[src/sv/ktsb_pkg.sv]
// Package for the keyed timer slot bank: field widths, command and status codes,
// slot state codes, parameter defaults and the controller command struct.
// Used by the interfaces and all modules; depends on nothing.
package ktsb_pkg;

    localparam int MODE_W     = 3;
    localparam int KEY_W      = 16;
    localparam int DUR_W      = 32;
    localparam int STATUS_W   = 3;
    localparam int SLOT_ST_W  = 2;

    localparam int SLOTS_DEF    = 8;
    localparam int KEY_BITS_DEF = 16;

    // Command modes.
    localparam logic [MODE_W-1:0] MODE_TICK  = 3'd0;
    localparam logic [MODE_W-1:0] MODE_START = 3'd1;
    localparam logic [MODE_W-1:0] MODE_STOP  = 3'd2;
    localparam logic [MODE_W-1:0] MODE_RESET = 3'd3;
    localparam logic [MODE_W-1:0] MODE_CHECK = 3'd4;

    // Result status codes.
    localparam logic [STATUS_W-1:0] STAT_INACTIVE    = 3'd0;
    localparam logic [STATUS_W-1:0] STAT_ACTIVE      = 3'd1;
    localparam logic [STATUS_W-1:0] STAT_EXPIRED     = 3'd2;
    localparam logic [STATUS_W-1:0] STAT_NAME_EXISTS = 3'd3;
    localparam logic [STATUS_W-1:0] STAT_UNAVAILABLE = 3'd4;
    localparam logic [STATUS_W-1:0] STAT_TICK_DONE   = 3'd5;

    // Per-slot states.
    localparam logic [SLOT_ST_W-1:0] SLOT_INACTIVE = 2'd0;
    localparam logic [SLOT_ST_W-1:0] SLOT_ACTIVE   = 2'd1;
    localparam logic [SLOT_ST_W-1:0] SLOT_EXPIRED  = 2'd2;

    // Commands from the controller to the datapath.
    typedef struct packed {
        logic load;    // capture the accepted item and clear the scan results
        logic rd_en;   // read the slot memories at the scan address
        logic proc;    // read data of the previous scan address is valid
        logic commit;  // apply the command and load the result register
    } ctrl_cmd_t;

endpackage

[src/sv/ktsb_if.sv]
// Handshake channel interfaces for the keyed timer slot bank.
// Depends on ktsb_pkg for the payload widths.
interface ktsb_req_if;
    logic                          valid;
    logic                          ready;
    logic [ktsb_pkg::MODE_W-1:0]   mode;
    logic [ktsb_pkg::KEY_W-1:0]    name_key;
    logic [ktsb_pkg::DUR_W-1:0]    duration;

    modport source (output valid, output mode, output name_key, output duration, input ready);
    modport sink   (input valid, input mode, input name_key, input duration, output ready);
endinterface

interface ktsb_rsp_if;
    logic                          valid;
    logic                          ready;
    logic [ktsb_pkg::STATUS_W-1:0] status;

    modport source (output valid, output status, input ready);
    modport sink   (input valid, input status, output ready);
endinterface

[src/sv/ktsb_ctrl.sv]
// Controller of the keyed timer slot bank: sequences the slot scan for each item
// and owns the result valid flag. Depends on ktsb_pkg.
module ktsb_ctrl #(
    parameter int SLOTS = ktsb_pkg::SLOTS_DEF,
    localparam int IW = (SLOTS > 1) ? $clog2(SLOTS) : 1
) (
    input  logic                clk,
    input  logic                rst_n,
    input  logic                req_valid,
    output logic                req_ready,
    output logic                rsp_valid,
    input  logic                rsp_ready,
    output ktsb_pkg::ctrl_cmd_t cmd,
    output logic [IW-1:0]       rd_addr,
    output logic [IW-1:0]       proc_addr
);

    localparam logic [1:0] S_IDLE  = 2'd0;
    localparam logic [1:0] S_SCAN  = 2'd1;
    localparam logic [1:0] S_DRAIN = 2'd2;
    localparam logic [1:0] S_DONE  = 2'd3;

    localparam logic [IW-1:0] LAST_IDX = IW'(SLOTS - 1);

    logic [1:0]    state_reg, state_next;
    logic [IW-1:0] idx_reg, idx_next;
    logic          proc_reg;
    logic [IW-1:0] paddr_reg;
    logic          out_valid_reg, out_valid_next;

    always_comb
    begin
        state_next     = state_reg;
        idx_next       = idx_reg;
        cmd            = '0;
        req_ready      = 1'b0;
        out_valid_next = out_valid_reg;
        if (out_valid_reg && rsp_ready)
        begin
            out_valid_next = 1'b0;
        end
        case (state_reg)
            S_IDLE:
            begin
                req_ready = 1'b1;
                if (req_valid)
                begin
                    cmd.load   = 1'b1;
                    idx_next   = '0;
                    state_next = S_SCAN;
                end
            end
            S_SCAN:
            begin
                cmd.rd_en = 1'b1;
                if (idx_reg == LAST_IDX)
                begin
                    state_next = S_DRAIN;
                end
                else
                begin
                    idx_next = idx_reg + IW'(1);
                end
            end
            S_DRAIN:
            begin
                state_next = S_DONE;
            end
            S_DONE:
            begin
                // Hold the finished item until the result register is free.
                if (!out_valid_reg || rsp_ready)
                begin
                    cmd.commit     = 1'b1;
                    out_valid_next = 1'b1;
                    state_next     = S_IDLE;
                end
            end
            default:
            begin
                state_next = S_IDLE;
            end
        endcase
        cmd.proc = proc_reg;
    end

    assign rd_addr   = idx_reg;
    assign proc_addr = paddr_reg;
    assign rsp_valid = out_valid_reg;

    always_ff @(posedge clk or negedge rst_n)
    begin
        if (!rst_n)
        begin
            state_reg     <= S_IDLE;
            idx_reg       <= '0;
            proc_reg      <= 1'b0;
            paddr_reg     <= '0;
            out_valid_reg <= 1'b0;
        end
        else
        begin
            state_reg     <= state_next;
            idx_reg       <= idx_next;
            proc_reg      <= cmd.rd_en;
            paddr_reg     <= idx_reg;
            out_valid_reg <= out_valid_next;
        end
    end

`ifndef ASSERT_OFF
    a_commit_shows_result: assert property (@(posedge clk) disable iff (!rst_n)
        cmd.commit |=> rsp_valid)
        else $error("result not presented after commit");

    a_proc_follows_read: assert property (@(posedge clk) disable iff (!rst_n)
        cmd.proc |-> $past(cmd.rd_en))
        else $error("slot processed without a preceding read");

    a_load_starts_scan: assert property (@(posedge clk) disable iff (!rst_n)
        cmd.load |=> (cmd.rd_en && rd_addr == '0))
        else $error("scan did not start at slot zero after load");

    a_no_overwrite: assert property (@(posedge clk) disable iff (!rst_n)
        (rsp_valid && !rsp_ready) |-> !cmd.commit)
        else $error("commit while a result is still waiting");
`endif

endmodule

[src/sv/ktsb_dp.sv]
// Datapath of the keyed timer slot bank: item registers, slot state flops,
// key/count/limit memories, scan results and the result register.
// Depends on ktsb_pkg; driven by ktsb_ctrl.
module ktsb_dp #(
    parameter int SLOTS    = ktsb_pkg::SLOTS_DEF,
    parameter int KEY_BITS = ktsb_pkg::KEY_BITS_DEF,
    localparam int IW = (SLOTS > 1) ? $clog2(SLOTS) : 1
) (
    input  logic                            clk,
    input  logic                            rst_n,
    input  ktsb_pkg::ctrl_cmd_t             cmd,
    input  logic [IW-1:0]                   rd_addr,
    input  logic [IW-1:0]                   proc_addr,
    input  logic [ktsb_pkg::MODE_W-1:0]     mode,
    input  logic [ktsb_pkg::KEY_W-1:0]      name_key,
    input  logic [ktsb_pkg::DUR_W-1:0]      duration,
    output logic [ktsb_pkg::STATUS_W-1:0]   status
);

    // Only the low KEY_BITS bits of the key count, capped at the 16-bit width of the field.
    localparam int KW = (KEY_BITS < ktsb_pkg::KEY_W) ? KEY_BITS : ktsb_pkg::KEY_W;
    localparam int DW = ktsb_pkg::DUR_W;
    localparam int SW = ktsb_pkg::SLOT_ST_W;

    logic [ktsb_pkg::MODE_W-1:0]  mode_reg;
    logic [KW-1:0]                key_reg;
    logic [DW-1:0]                dur_reg;

    logic [SW-1:0]                slot_st_reg [SLOTS];
    logic [KW-1:0]                key_mem [SLOTS];
    logic [DW-1:0]                cnt_mem [SLOTS];
    logic [DW-1:0]                lim_mem [SLOTS];
    logic [KW-1:0]                key_q;
    logic [DW-1:0]                cnt_q;
    logic [DW-1:0]                lim_q;

    logic                         hit_reg;
    logic [IW-1:0]                hit_idx_reg;
    logic [SW-1:0]                hit_st_reg;
    logic                         free_reg;
    logic [IW-1:0]                free_idx_reg;
    logic [ktsb_pkg::STATUS_W-1:0] status_reg, status_next;

    logic [SW-1:0]                cur_st;
    logic                         live;
    logic                         match;
    logic [DW-1:0]                cnt_inc;

    logic                         st_we;
    logic [IW-1:0]                st_waddr;
    logic [SW-1:0]                st_wdata;
    logic                         cnt_we;
    logic                         kl_we;
    logic [IW-1:0]                mem_waddr;
    logic [DW-1:0]                cnt_wdata;

    assign cur_st  = slot_st_reg[proc_addr];
    assign live    = (cur_st != ktsb_pkg::SLOT_INACTIVE);
    assign match   = live && (key_q == key_reg);
    assign cnt_inc = (cnt_q == {DW{1'b1}}) ? cnt_q : cnt_q + DW'(1);

    always_comb
    begin
        st_we       = 1'b0;
        st_waddr    = proc_addr;
        st_wdata    = ktsb_pkg::SLOT_INACTIVE;
        cnt_we      = 1'b0;
        kl_we       = 1'b0;
        mem_waddr   = proc_addr;
        cnt_wdata   = cnt_inc;
        status_next = status_reg;

        // A tick updates each active slot as the scan passes it.
        if (cmd.proc && mode_reg == ktsb_pkg::MODE_TICK
            && cur_st == ktsb_pkg::SLOT_ACTIVE)
        begin
            cnt_we = 1'b1;
            if (cnt_inc >= lim_q)
            begin
                st_we    = 1'b1;
                st_wdata = ktsb_pkg::SLOT_EXPIRED;
            end
        end

        if (cmd.commit)
        begin
            case (mode_reg)
                ktsb_pkg::MODE_TICK:
                begin
                    status_next = ktsb_pkg::STAT_TICK_DONE;
                end
                ktsb_pkg::MODE_START:
                begin
                    if (hit_reg)
                    begin
                        status_next = ktsb_pkg::STAT_NAME_EXISTS;
                    end
                    else if (!free_reg)
                    begin
                        status_next = ktsb_pkg::STAT_UNAVAILABLE;
                    end
                    else
                    begin
                        status_next = ktsb_pkg::STAT_ACTIVE;
                        st_we       = 1'b1;
                        st_waddr    = free_idx_reg;
                        st_wdata    = ktsb_pkg::SLOT_ACTIVE;
                        cnt_we      = 1'b1;
                        kl_we       = 1'b1;
                        mem_waddr   = free_idx_reg;
                        cnt_wdata   = '0;
                    end
                end
                ktsb_pkg::MODE_STOP:
                begin
                    if (hit_reg)
                    begin
                        // Count and limit are rewritten by the next start of this slot.
                        status_next = ktsb_pkg::STAT_INACTIVE;
                        st_we       = 1'b1;
                        st_waddr    = hit_idx_reg;
                        st_wdata    = ktsb_pkg::SLOT_INACTIVE;
                    end
                    else
                    begin
                        status_next = ktsb_pkg::STAT_UNAVAILABLE;
                    end
                end
                ktsb_pkg::MODE_RESET:
                begin
                    if (hit_reg)
                    begin
                        status_next = ktsb_pkg::STAT_ACTIVE;
                        st_we       = 1'b1;
                        st_waddr    = hit_idx_reg;
                        st_wdata    = ktsb_pkg::SLOT_ACTIVE;
                        cnt_we      = 1'b1;
                        mem_waddr   = hit_idx_reg;
                        cnt_wdata   = '0;
                    end
                    else
                    begin
                        status_next = ktsb_pkg::STAT_UNAVAILABLE;
                    end
                end
                ktsb_pkg::MODE_CHECK:
                begin
                    status_next = hit_reg ? ktsb_pkg::STATUS_W'(hit_st_reg)
                                          : ktsb_pkg::STAT_INACTIVE;
                end
                default:
                begin
                    status_next = ktsb_pkg::STAT_UNAVAILABLE;
                end
            endcase
        end
    end

    // Item capture and result register.
    always_ff @(posedge clk)
    begin
        if (cmd.load)
        begin
            mode_reg <= mode;
            key_reg  <= name_key[KW-1:0];
            dur_reg  <= duration;
        end
        status_reg <= status_next;
    end

    // Slot memories: one write and one registered read per cycle.
    always_ff @(posedge clk)
    begin
        if (cnt_we)
        begin
            cnt_mem[mem_waddr] <= cnt_wdata;
        end
        if (kl_we)
        begin
            key_mem[mem_waddr] <= key_reg;
            lim_mem[mem_waddr] <= dur_reg;
        end
        if (cmd.rd_en)
        begin
            key_q <= key_mem[rd_addr];
            cnt_q <= cnt_mem[rd_addr];
            lim_q <= lim_mem[rd_addr];
        end
    end

    always_ff @(posedge clk or negedge rst_n)
    begin
        if (!rst_n)
        begin
            for (int i = 0; i < SLOTS; i++)
            begin
                slot_st_reg[i] <= ktsb_pkg::SLOT_INACTIVE;
            end
        end
        else if (st_we)
        begin
            slot_st_reg[st_waddr] <= st_wdata;
        end
    end

    // Scan results: first live slot holding the key and first free slot.
    always_ff @(posedge clk or negedge rst_n)
    begin
        if (!rst_n)
        begin
            hit_reg      <= 1'b0;
            hit_idx_reg  <= '0;
            hit_st_reg   <= ktsb_pkg::SLOT_INACTIVE;
            free_reg     <= 1'b0;
            free_idx_reg <= '0;
        end
        else if (cmd.load)
        begin
            hit_reg  <= 1'b0;
            free_reg <= 1'b0;
        end
        else if (cmd.proc)
        begin
            if (match && !hit_reg)
            begin
                hit_reg     <= 1'b1;
                hit_idx_reg <= proc_addr;
                hit_st_reg  <= cur_st;
            end
            if (!live && !free_reg)
            begin
                free_reg     <= 1'b1;
                free_idx_reg <= proc_addr;
            end
        end
    end

    assign status = status_reg;

endmodule

[src/sv/keyed_timer_slot_bank.sv]
// Keyed timer slot bank: a table of SLOTS tick-driven timers looked up by key.
// Usage:
//   req carries one command per item (mode, name_key, duration): tick, start,
//   stop, reset or check. rsp returns exactly one status per item.
//   Each item scans every slot once through the key/count/limit memories, one
//   slot per cycle. The result becomes valid in the same cycle that req is ready
//   again, so the block finishes each item before it takes the next one.
//   The scan length is set by the single read port of the slot memories.
//   req is ready while a previous result still waits on rsp; when rsp is
//   stalled the finished item holds in its last step until the result
//   register is free, and rsp.status stays stable until taken.
//   Reset marks every slot inactive at once; no clearing pass is needed,
//   since keys, counts and limits are only used for live slots.
// Depends on ktsb_pkg, ktsb_if, ktsb_ctrl and ktsb_dp.
module keyed_timer_slot_bank #(
    parameter int SLOTS    = ktsb_pkg::SLOTS_DEF,
    parameter int KEY_BITS = ktsb_pkg::KEY_BITS_DEF
) (
    input  logic       clk,
    input  logic       rst_n,
    ktsb_req_if.sink   req,
    ktsb_rsp_if.source rsp
);

    localparam int IW = (SLOTS > 1) ? $clog2(SLOTS) : 1;

    ktsb_pkg::ctrl_cmd_t cmd;
    logic [IW-1:0]       rd_addr;
    logic [IW-1:0]       proc_addr;

    ktsb_ctrl #(
        .SLOTS (SLOTS)
    ) u_ctrl (
        .clk       (clk),
        .rst_n     (rst_n),
        .req_valid (req.valid),
        .req_ready (req.ready),
        .rsp_valid (rsp.valid),
        .rsp_ready (rsp.ready),
        .cmd       (cmd),
        .rd_addr   (rd_addr),
        .proc_addr (proc_addr)
    );

    ktsb_dp #(
        .SLOTS    (SLOTS),
        .KEY_BITS (KEY_BITS)
    ) u_dp (
        .clk       (clk),
        .rst_n     (rst_n),
        .cmd       (cmd),
        .rd_addr   (rd_addr),
        .proc_addr (proc_addr),
        .mode      (req.mode),
        .name_key  (req.name_key),
        .duration  (req.duration),
        .status    (rsp.status)
    );

endmodule

[src/flat_wrapper.sv]
// flat-port wrapper written by rule: the top's interface ports become plain ports
module keyed_timer_slot_bank_flat 
#(
    parameter int SLOTS    = ktsb_pkg::SLOTS_DEF,
    parameter int KEY_BITS = ktsb_pkg::KEY_BITS_DEF
)
  (clk, rst_n, req_valid, req_mode, req_name_key, req_duration, req_ready, rsp_valid, rsp_status, rsp_ready);
  ktsb_req_if req_i ();
  ktsb_rsp_if rsp_i ();
  input  logic clk;
  input  logic rst_n;
  input wire logic [$bits(req_i.valid)-1:0] req_valid;
  input wire logic [$bits(req_i.mode)-1:0] req_mode;
  input wire logic [$bits(req_i.name_key)-1:0] req_name_key;
  input wire logic [$bits(req_i.duration)-1:0] req_duration;
  output wire logic [$bits(req_i.ready)-1:0] req_ready;
  output wire logic [$bits(rsp_i.valid)-1:0] rsp_valid;
  output wire logic [$bits(rsp_i.status)-1:0] rsp_status;
  input wire logic [$bits(rsp_i.ready)-1:0] rsp_ready;
  assign req_i.valid = req_valid;
  assign req_i.mode = req_mode;
  assign req_i.name_key = req_name_key;
  assign req_i.duration = req_duration;
  assign req_ready = req_i.ready;
  assign rsp_valid = rsp_i.valid;
  assign rsp_status = rsp_i.status;
  assign rsp_i.ready = rsp_ready;
  keyed_timer_slot_bank #(.SLOTS(SLOTS), .KEY_BITS(KEY_BITS)) u_core (.clk(clk), .rst_n(rst_n), .req(req_i), .rsp(rsp_i));
endmodule
[config.mk]
export PLATFORM = sky130hd
export DESIGN_NAME = keyed_timer_slot_bank_flat
export DESIGN_NICKNAME = d
export VERILOG_FILES = /design/src/sv/ktsb_pkg.sv /design/src/sv/ktsb_if.sv /design/src/sv/ktsb_ctrl.sv /design/src/sv/ktsb_dp.sv /design/src/sv/keyed_timer_slot_bank.sv /design/src/flat_wrapper.sv
export SDC_FILE = /design/constraint.sdc
export NUM_CORES = 1
export LEC_CHECK = 0
export BUFFER_PORTS_ARGS = -buffer_cell sky130_fd_sc_hd__buf_2
export CORE_ASPECT_RATIO = 1.5
export CORE_UTILIZATION = 50
export DETAILED_ROUTE_END_ITERATION = 10
export HOLD_SLACK_MARGIN = 0.08
export PLACE_DENSITY = 0.68
export SLEW_MARGIN = 10
export SYNTH_ARGS = -nofsm -noshare
export SYNTH_HDL_FRONTEND = slang
export SYNTH_SLANG_ARGS = --single-unit
[constraint.sdc]
create_clock -name clk -period 4 [get_ports clk]
set_input_delay 0.4 -clock clk [delete_from_list [all_inputs] [get_ports clk]]
set_output_delay 0.4 -clock clk [all_outputs]
set_load 0.005 [all_outputs]
==> results of run 1 <==
[metal layers]
| layer | track usage (%) | share of wire [%] | vias up |
|---|---|---|---|
| met5 | 0 | 0 | - |
| met4 | 6.33 | 2.3 | 0 |
| met3 | 2.79 | 4.1 | 107 |
| met2 | 36.0 | 54 | 410 |
| met1 | 25.1 | 40 | 8079 |
| li1 | - | - | 6803 |
[worst register-to-register path, stage by stage (launching register included)]
cell and delay, ps:
edfxtp_1 430, and4_1 270, and3_4 220, a2111o_1 470, or3_1 390, xor2_1 200
inv_1 80, ha_1 320, nand4_1 180, nor4_2 380, a22oi_1 150, o211ai_1 170
a2bb2oi_4 100, buf_12 160, a31o_1 210
[kinds of logic (layout without fill, tap and decap cells)]
kind of cell	count (synthesis)	count (layout)	synth area share (%)
AOI/OAI and AO/OA	98	98	2.31
DFF	810	810	74.9
and+or+nand+nor	205	205	3.30
xor gates and xnor gates	47	47	1.28
adders and majority gates	39	39	1.51
muxes	264	264	15.1
buffers and inverters	129	372	1.62
[timing repair]
action / in CTS / in global routing
hold buffers: 52 / 0
endpoints found under the setup margin: 0 / 15
hold endpoints to repair: 87 / 0
setup buffers: 0 / 0
gates resized for setup: 0 / 1
[cells in the mapped netlist, types with 7 or more instances]
cell      number  area (µm²)
o21ai_1       11        55.1
clkbuf_1      24        90.1
a31o_1         8        70.1
nor2_1        60         225
o21ai_0       22         110
nand3_1       28         140
nor2b_1        9        56.3
nand2_1       39         146
mux4_2       164        3690
a21oi_1       20         100
mux2_2        93        1050
buf_1         20        75.1
xnor2_1       23         201
buf_2         11        55.1
xor2_1        24         210
ha_1          39         488
edfxtp_1     774       23200
dfrtp_1       36         901
or4_1          7        52.6
inv_1         70         263
nand4_1       17         106
nor3_1         9        45.0
[power by group through the flow]
stage               clock [mW]  sequential [mW]  combinational (mW)
global route              7.57             11.8                6.60
finish                    7.15             11.7                6.06
CTS                       7.28             11.7                6.15
detailed placement           0             11.9                6.06
global placement             0             11.8                5.94
floorplan                    0             11.4                4.62
[worst max path at each step]
stage	start	to	slack, ps	depth (start not counted)
after floorplan	u_core.u_ctrl.state_reg[0]	u_core.u_dp.key_mem[7][0]	20	7
after global placement	u_core.u_dp.cnt_q[0]	u_core.u_dp.slot_st_reg[10]	300	14
after detailed placement	u_core.u_dp.cnt_q[0]	u_core.u_dp.slot_st_reg[10]	230	14
after CTS	u_core.u_dp.cnt_q[0]	u_core.u_dp.slot_st_reg[6]	120	14
after global routing	u_core.u_dp.cnt_q[19]	u_core.u_dp.slot_st_reg[6]	-30	14
final	u_core.u_dp.cnt_q[20]	u_core.u_dp.slot_st_reg[6]	140	14
[cell type report]
type | count | area (µm²) | share of cell area, %
multi-input cells | 653 | 7710 | 20.7
inverters | 70 | 263 | 0.707
clock buffers | 89 | 1960 | 5.27
well taps | 805 | 1010 | 2.71
clock inverters | 41 | 482 | 1.30
flip-flops and latches | 810 | 24200 | 65.0
repair buffers | 172 | 1600 | 4.30
==> results.toml, run 1 <==
[critical_path]
worstPathRequired_ps = 4470
r2r_slack_ps = 140
cpLargestDelayFamily = "simple AND/OR/NAND/NOR gates"
r2r_end = "u_core.u_dp.slot_st_reg[6]"
cp.arrival_ps = 4340
path_cells = "and4_1 > and3_4 > a2111o_1 > or3_1 > xor2_1 > inv_1 > ha_1 > nand4_1 > nor4_2 > a22oi_1 > o211ai_1 > a2bb2oi_4 > buf_12 > a31o_1"
worstSetupStartpointType = "flop"
path_buf_inv = 2
critPathCaptureType = "flop"
crit_fanout = 16
rr_startpoint = "u_core.u_dp.cnt_q[20]"
ff2ff_path_depth = 14
path_class = "reg -> reg"
cp_slowest_cell = "a2111o_1"
critPathMaxStageDelay_ps = 470

[synthesis]
synth_area_um2 = 32200
synth-async-reset-ratio_pct = 4.44
synth_edf_count = 774
syn_inst = 1592
yosysUniqueCellTypes = 65
synth_ff_type = "edfxtp_1"
ys_seq_area_share_pct = 74.9
yosys_warnings = 0
syn_nets = 1686
syn-mean-instance-area_um2 = 20.2
ys_ff_latch = 810

[place]
gp_congestion = 0.892
place_ws_ps = 231
dpl_cell_area_um2 = 34200
dp.cells = 2458
place_hpwl_um = 37500
portBuffers = 59

[clock_network]
cts_inserted_buffers = 72
cts-root-buf = "clkbuf_16"
clockBufferDepth = 3
tritoncts = "done"
cts.sinks = 810
insertion_delay_ps = 610
clkTransAtPathRegs_ps = 60
h-tree-depth = 3

[cells_and_area]
fillCellCount = 4443
layout_commonest_cell = "edfxtp_1"
finalNetCount = 1873
layout-drive-gt1-share_pct = 29.2
stdcell_count = 2640
num_antenna_cells = 0
final_area_um2 = 37200
area_growth_pct = 15.4
layout_common_cells = "edfxtp_1 (774), mux4_2 (164), mux2_2 (93)"
fin_util_pct = 58.6
reg_top3 = "u_core.u_dp.cnt_mem (256), u_core.u_dp.lim_mem (256), u_core.u_dp.key_mem (128)"

[drt]
drt_pass1_iterations = 5
final_antenna_net_count = 0
dr_total_vias = 15400
drt-total-wl_um = 63900
drc = 0
wl_per_cell_um = 24.2
drt_iter0_markers = 1130
vias_per_cell = 5.83

[power]
p_total_mw = 24.9
power_frac_seq_pct = 46.9
intPower_mw = 17.9
ir_worst_vdd_v = 0.000435
powerDensity_nw_per_um2 = 670
comb_power_share_pct = 24.3
pwr-share-clk_pct = 28.7
swShare_pct = 28.1
power_leakage_nw = 12.2
p_switching_mw = 6.99

[status]
status = "complete, no violations"

[sta]
post-route-period-util_pct = 96.6
layout_min_cycle_time_ps = 3860
maxSlewHeadroom_pct = 40.0
finClkSkew_ps = 33.4
slew_violations = 0
setup_violations = 0
holdWs_ps = 218
finalHoldViolCount = 0
setup_tns_ps = 0
finalWorstSetupSlack_ps = 135
tightest_slew_ps = 900
max_freq_ghz = 0.259

[die]
dieArea_um2 = 65500
die_h_um = 313
chipWidth_um = 209
fp-row-count = 113
start_util_pct = 50.8
design.core.area_um2 = 63500
pin_count = 60

[grt]
grt_max_degree = 58
grt_pass1_vias = 16500
grt_usage_pct = 20.0
grt_first_pass_wirelength_um = 98000
antenna_found_initial = 1
grt-ovfl-total = 0

[hold_path]
hold_depth = 3
hp-start = "req_valid"
min_to = "u_core.u_dp.hit_reg"
hp-class = "in -> reg"

[flow_run]
maxCapViolCount = 0
No activity file was read; power rests on OpenSTA's default activity.
==> inputs of run 2 (changes only) <==
SETUP_SLACK_MARGIN = 0.3   (was not set)
==> run 2 against run 1 <==
Global-route usage down 0.31 points. Highest routed layer unchanged. Cell count down 0.34%. Largest power group unchanged. Sequential cell count unchanged. Routed wire length down 2.3%. Non-clock buffer count down 3. Critical endpoint is now u_core.u_dp.slot_st_reg[10]. Total power down 2.5%.
==> results.toml, run 2 (synthesis gave the netlist of run 1 again) <==
[drt]
drt_iter0_markers = 1142
drc = 0
wl_per_cell_um = 23.7
dr_total_vias = 15100
final_antenna_net_count = 0
vias_per_cell = 5.75
drt_pass1_iterations = 5
drt-total-wl_um = 62400

[critical_path]
path_buf_inv = 2
critPathCaptureType = "flop"
r2r_slack_ps = 430
critPathMaxStageDelay_ps = 430
crit_fanout = 16
cp.arrival_ps = 4040
path_cells = "and4_2 > and3_4 > a2111o_1 > or3_1 > xor2_2 > inv_1 > ha_1 > nand4_1 > nor4_2 > nand4_1 > a2bb2oi_4 > buf_12 > a31o_1"
worstSetupStartpointType = "flop"
path_class = "reg -> reg"
cpLargestDelayFamily = "simple AND/OR/NAND/NOR gates"
worstPathRequired_ps = 4470
rr_startpoint = "u_core.u_dp.cnt_q[21]"
cp_slowest_cell = "a2111o_1"
ff2ff_path_depth = 13
r2r_end = "u_core.u_dp.slot_st_reg[10]"
cpMostUsedCell = "nand4_1"

[place]
dpl_cell_area_um2 = 34100
place_hpwl_um = 36200
portBuffers = 59
gp_congestion = 0.834

[sta]
tightest_slew_ps = 1200
rsz0062_at_grt = "true"
max_freq_ghz = 0.280
finClkSkew_ps = 21.2
post-route-period-util_pct = 89.3
setup_violations = 0
finalHoldViolCount = 0
maxSlewHeadroom_pct = 18.9
layout_min_cycle_time_ps = 3570
slew_violations = 0
setup_tns_ps = 0

[grt]
antenna_found_initial = 0
grt-ovfl-total = 0
grt_first_pass_wirelength_um = 96700
grt_pass1_vias = 16700
grt_usage_pct = 19.7
grt_max_degree = 68

[cells_and_area]
num_antenna_cells = 0
reg_top3 = "u_core.u_dp.cnt_mem (256), u_core.u_dp.lim_mem (256), u_core.u_dp.key_mem (128)"
area_growth_pct = 14.8
finalNetCount = 1871
layout_common_cells = "edfxtp_1 (774), mux4_2 (164), mux2_2 (93)"
layout_commonest_cell = "edfxtp_1"
layout-drive-gt1-share_pct = 29.2
final_area_um2 = 37000

[power]
ir_worst_vdd_v = 0.000612
power_leakage_nw = 12.0
p_total_mw = 24.3
powerDensity_nw_per_um2 = 656

[clock_network]
clkTransAtPathRegs_ps = 60
h-tree-depth = 3
cts-root-buf = "clkbuf_16"
tritoncts = "done"
insertion_delay_ps = 600
clockBufferDepth = 3
cts_inserted_buffers = 72
cts.sinks = 810

[flow_run]
maxCapViolCount = 0

[hold_path]
hp-start = "req_valid"
min_to = "u_core.u_ctrl.rd_addr[1]"
hp-class = "in -> reg"
hold_depth = 4

[die]
chipWidth_um = 209
pin_count = 60
start_util_pct = 50.8
design.core.area_um2 = 63500
dieArea_um2 = 65500
fp-row-count = 113
die_h_um = 313

[status]
status = "complete, no violations"
run 2: changes by cell type in the layout (fill, tap and decap cells not counted), moves of 3 or more:
cell,previous run,this run
and4_1,5,2
clkinv_1,9,12
bufinv_16,10,3
buf_4,35,30
run 2: metrics by stage:
| stage | utilization [%] | instances | hold WS (ps) | worst slack, ps |
|---|---|---|---|---|
| 2_1_floorplan | - | 1592 | 104 | 19.1 |
| 4_1_cts | 58.1 | 2618 | 190 | 300 |
| 6_report | 58.3 | 2631 | 220 | 426 |
| 3_5_place_dp | 53.8 | 2443 | 493 | 224 |
| 5_1_grt | 58.3 | 2631 | 226 | 282 |
| 3_3_place_gp | 53.8 | 2443 | 478 | 267 |
run 2: worst min-delay path, cell delays in order:
cell and delay, ps:
buf_2 100, nor2b_1 80, nand2_1 80, o221ai_1 100
run 2: how the worst max path moves through the flow:
stage | start | end | slack [ps] | depth (start not counted)
2_1_floorplan | u_core.u_ctrl.state_reg[0] | u_core.u_dp.key_mem[7][0] | 20 | 7
3_3_place_gp | u_core.u_dp.cnt_q[0] | u_core.u_dp.slot_st_reg[10] | 270 | 14
3_5_place_dp | u_core.u_dp.cnt_q[20] | u_core.u_dp.slot_st_reg[10] | 220 | 13
4_1_cts | u_core.u_dp.cnt_q[0] | u_core.u_dp.slot_st_reg[10] | 300 | 14
5_1_grt | u_core.u_dp.cnt_q[26] | u_core.u_dp.slot_st_reg[14] | 280 | 13
6_report | u_core.u_dp.cnt_q[21] | u_core.u_dp.slot_st_reg[10] | 430 | 13
run 2: per-layer routing:
metal | share of wire, % | GRT usage (%) | up-vias | routed length [µm]
met2 | 54 | 35.9 | 335 | 33700
met4 | 2.1 | 6.43 | 0 | 1310
li1 | - | - | 6805 | -
met1 | 40 | 24.3 | 7898 | 25100
met5 | 0 | 0 | - | 0
met3 | 3.6 | 2.66 | 93 | 2220
run 2: cell type report:
class,count,area (µm²)
clock inverter,34,260
timing repair buffer,169,1600
fill,4489,26500
tap,805,1010
sequential,810,24200
inverter,70,263
multi-input combinational,654,7790
clock buffer,89,1930
run 2: where the power goes:
part | total [mW] | switching (mW) | internal, mW
sequential | 11.7 | 0.810 | 10.9
combinational | 6.10 | 3.14 | 2.96
clock | 6.50 | 2.88 | 3.62
total | 24.3 | 6.83 | 17.4
run 2: what timing repair did:
item / CTS / global route
pin swaps: 2 / 9
setup buffers: 0 / 12
cloned: 0 / 1
endpoints found under the setup margin: 16 / 85
endpoints found under the hold margin: 87 / 0
hold buffers: 52 / 0
gates resized for setup: 4 / 13
==> inputs of run 3 (changes only) <==
PLACE_DENSITY = 0.66   (was 0.68)
clock period = 3.7 ns   (was 4 ns; I/O delays follow)
==> run 3 against run 2 <==
Total power increased by 11%. Sequential share of layout area decreased by 0.94 points. Global-route usage increased by 0.70 points. Combinational power increased by 16%. Critical path type unchanged. Core utilization increased by 0.85 points. Routed wire length increased by 3.1%. Sequential cell count unchanged. Maximum frequency increased by 2.8%. Sequential power increased by 7%. Cell count increased by 1.9%. Worst hold slack got worse by 73 ps. Clock-buffer cell count decreased by 3.
==> results.toml, run 3 (synthesis gave the netlist of run 1 again) <==
[sta]
finalWorstSetupSlack_ps = 222
post-route-period-util_pct = 94.0
rsz0062_at_grt = "true"
tightest_slew_ps = 1150
finClkSkew_ps = 18.7
layout_min_cycle_time_ps = 3480
slew_violations = 0
max_freq_ghz = 0.288
maxSlewHeadroom_pct = 22.5
setup_violations = 0
finalHoldViolCount = 0

[cells_and_area]
layout-drive-gt1-share_pct = 31.8
layout_commonest_cell = "edfxtp_1"
fillCellCount = 4478
layout_common_cells = "edfxtp_1 (774), mux4_2 (164), mux2_2 (93)"
finalNetCount = 1913
num_antenna_cells = 0
stdcell_count = 2682
fin_util_pct = 59.1
reg_top3 = "u_core.u_dp.cnt_mem (256), u_core.u_dp.lim_mem (256), u_core.u_dp.key_mem (128)"
final-seq-area_um2 = 24200
multi_input_area_um2 = 7940
area_growth_pct = 16.5

[critical_path]
path_buf_inv = 3
worstPathRequired_ps = 4200
worstSetupStartpointType = "flop"
path_class = "reg -> reg"
cpLargestDelayFamily = "simple AND/OR/NAND/NOR gates"
crit_fanout = 16
path_cells = "and4_4 > and3_4 > a2111o_1 > buf_4 > nor3_2 > xnor2_1 > inv_1 > ha_4 > nand4_1 > nor4_2 > nand4_1 > a2bb2oi_4 > buf_12 > a31o_1"
cpMostUsedCell = "nand4_1"
critPathMaxStageDelay_ps = 420
critPathCaptureType = "flop"
crit_start = "u_core.u_dp.cnt_q[20]"
rr_startpoint = "u_core.u_dp.cnt_q[20]"
cp.arrival_ps = 3980
cp_slowest_cell = "edfxtp_1"

[drt]
final_antenna_net_count = 0
dr_total_vias = 15500
drt_pass1_iterations = 5
drt_iter0_markers = 1023
drc = 0
drt-total-wl_um = 64300
vias_per_cell = 5.79
wl_per_cell_um = 24.0

[grt]
grt-ovfl-total = 0
grt_pass1_vias = 16700
grt_usage_pct = 20.4
grt_use_met1_pct = 25.2
grt_use_met2_pct = 36.7
grt.met3_usage_pct = 2.84
busiest_layer = "met2"
grt_max_degree = 61
antenna_found_initial = 0
grt_first_pass_wirelength_um = 99300

[power]
powerDensity_nw_per_um2 = 717
power_leakage_nw = 12.3
ir_worst_vdd_v = 0.000531
p_total_mw = 26.9

[die]
start_util_pct = 50.8
pin_count = 60
design.core.area_um2 = 63500
dieArea_um2 = 65500
fp-row-count = 113
chipWidth_um = 209
die_h_um = 313

[hold_path]
hp-start = "req_valid"
hp-class = "in -> reg"

[clock_network]
tritoncts = "done"
clockBufferDepth = 3
clkTransAtPathRegs_ps = 70
insertion_delay_ps = 630
cts.sinks = 810
h-tree-depth = 3
cts_inserted_buffers = 71
cts-root-buf = "clkbuf_16"

[place]
gp_congestion = 0.821
place_ws_ps = 20.5
dp.cells = 2468
portBuffers = 59
place_hpwl_um = 38000

[flow_run]
maxCapViolCount = 0

[status]
status = "complete, no violations"
-- run 3: cell types whose count changed in the layout (fill, tap and decap cells not counted), moves of 3 or more --
cell	before	now
and3_4	1	4
ha_1	37	33
bufinv_16	3	6
clkinv_1	12	15
inv_6	0	4
clkbuf_16	75	72
xor2_2	2	6
ha_4	1	5
buf_4	30	74
and4_4	1	4
and3_1	5	2
xor2_1	22	18
-- run 3: layout make-up --
class	count	area share, %
inverters	70	0.700
well taps	805	2.68
repair buffers	211	5.04
multi-input cells	655	21.1
clock buffers	86	4.94
clock inverters	45	1.16
flip-flops and latches	810	64.3
-- run 3: final timing paths --
kind	to	slack, ps	depth (start not counted)
max	u_core.u_dp.slot_st_reg[14]	220	14
min	u_core.u_ctrl.rd_addr[1]	150	4
max reg2reg	u_core.u_dp.slot_st_reg[14]	220	14
min reg2reg	u_core.u_dp.hit_idx_reg[0]	510	1
max in group asynchronous	u_core.u_ctrl.rd_addr[2]	2650	2
min in group asynchronous	u_core.u_ctrl.rsp_valid	410	2
-- run 3: power breakdown --
part | internal [mW] | switching [mW] | leakage (nW) | total, mW
logic | 3.40 | 3.70 | 3.76 | 7.10
clock network | 4.05 | 3.27 | 1.11 | 7.31
registers | 11.7 | 0.760 | 7.44 | 12.5
-- run 3: per-layer routing --
metal  wire (µm)  vias up
met5           0        -
met4        1660        0
met3        2530      100
met2       34800      373
met1       25300     8164
li1            -     6884
-- run 3: repair_timing --
action,CTS,global route
hold buffers,52,0
resized for setup,21,12
setup endpoints to repair,16,21
pin swaps,15,11
hold endpoints to repair,87,0
gates cloned,2,0
buffers inserted,20,9
-- run 3: through the flow --
step	TNS (ps)	hold slack, ps	cell area (µm²)
after floorplan	-87720	74.4	32200
after global placement	0	478	34300
after detailed placement	0	492	34300
after CTS	0	138	37400
after global routing	0	175	37500
final	0	147	37500
-- run 3: worst min-delay path, stage by stage --
cell      delay [ps]
buf_2            100
nor2b_1           80
nand2_1           70
o221ai_1         100
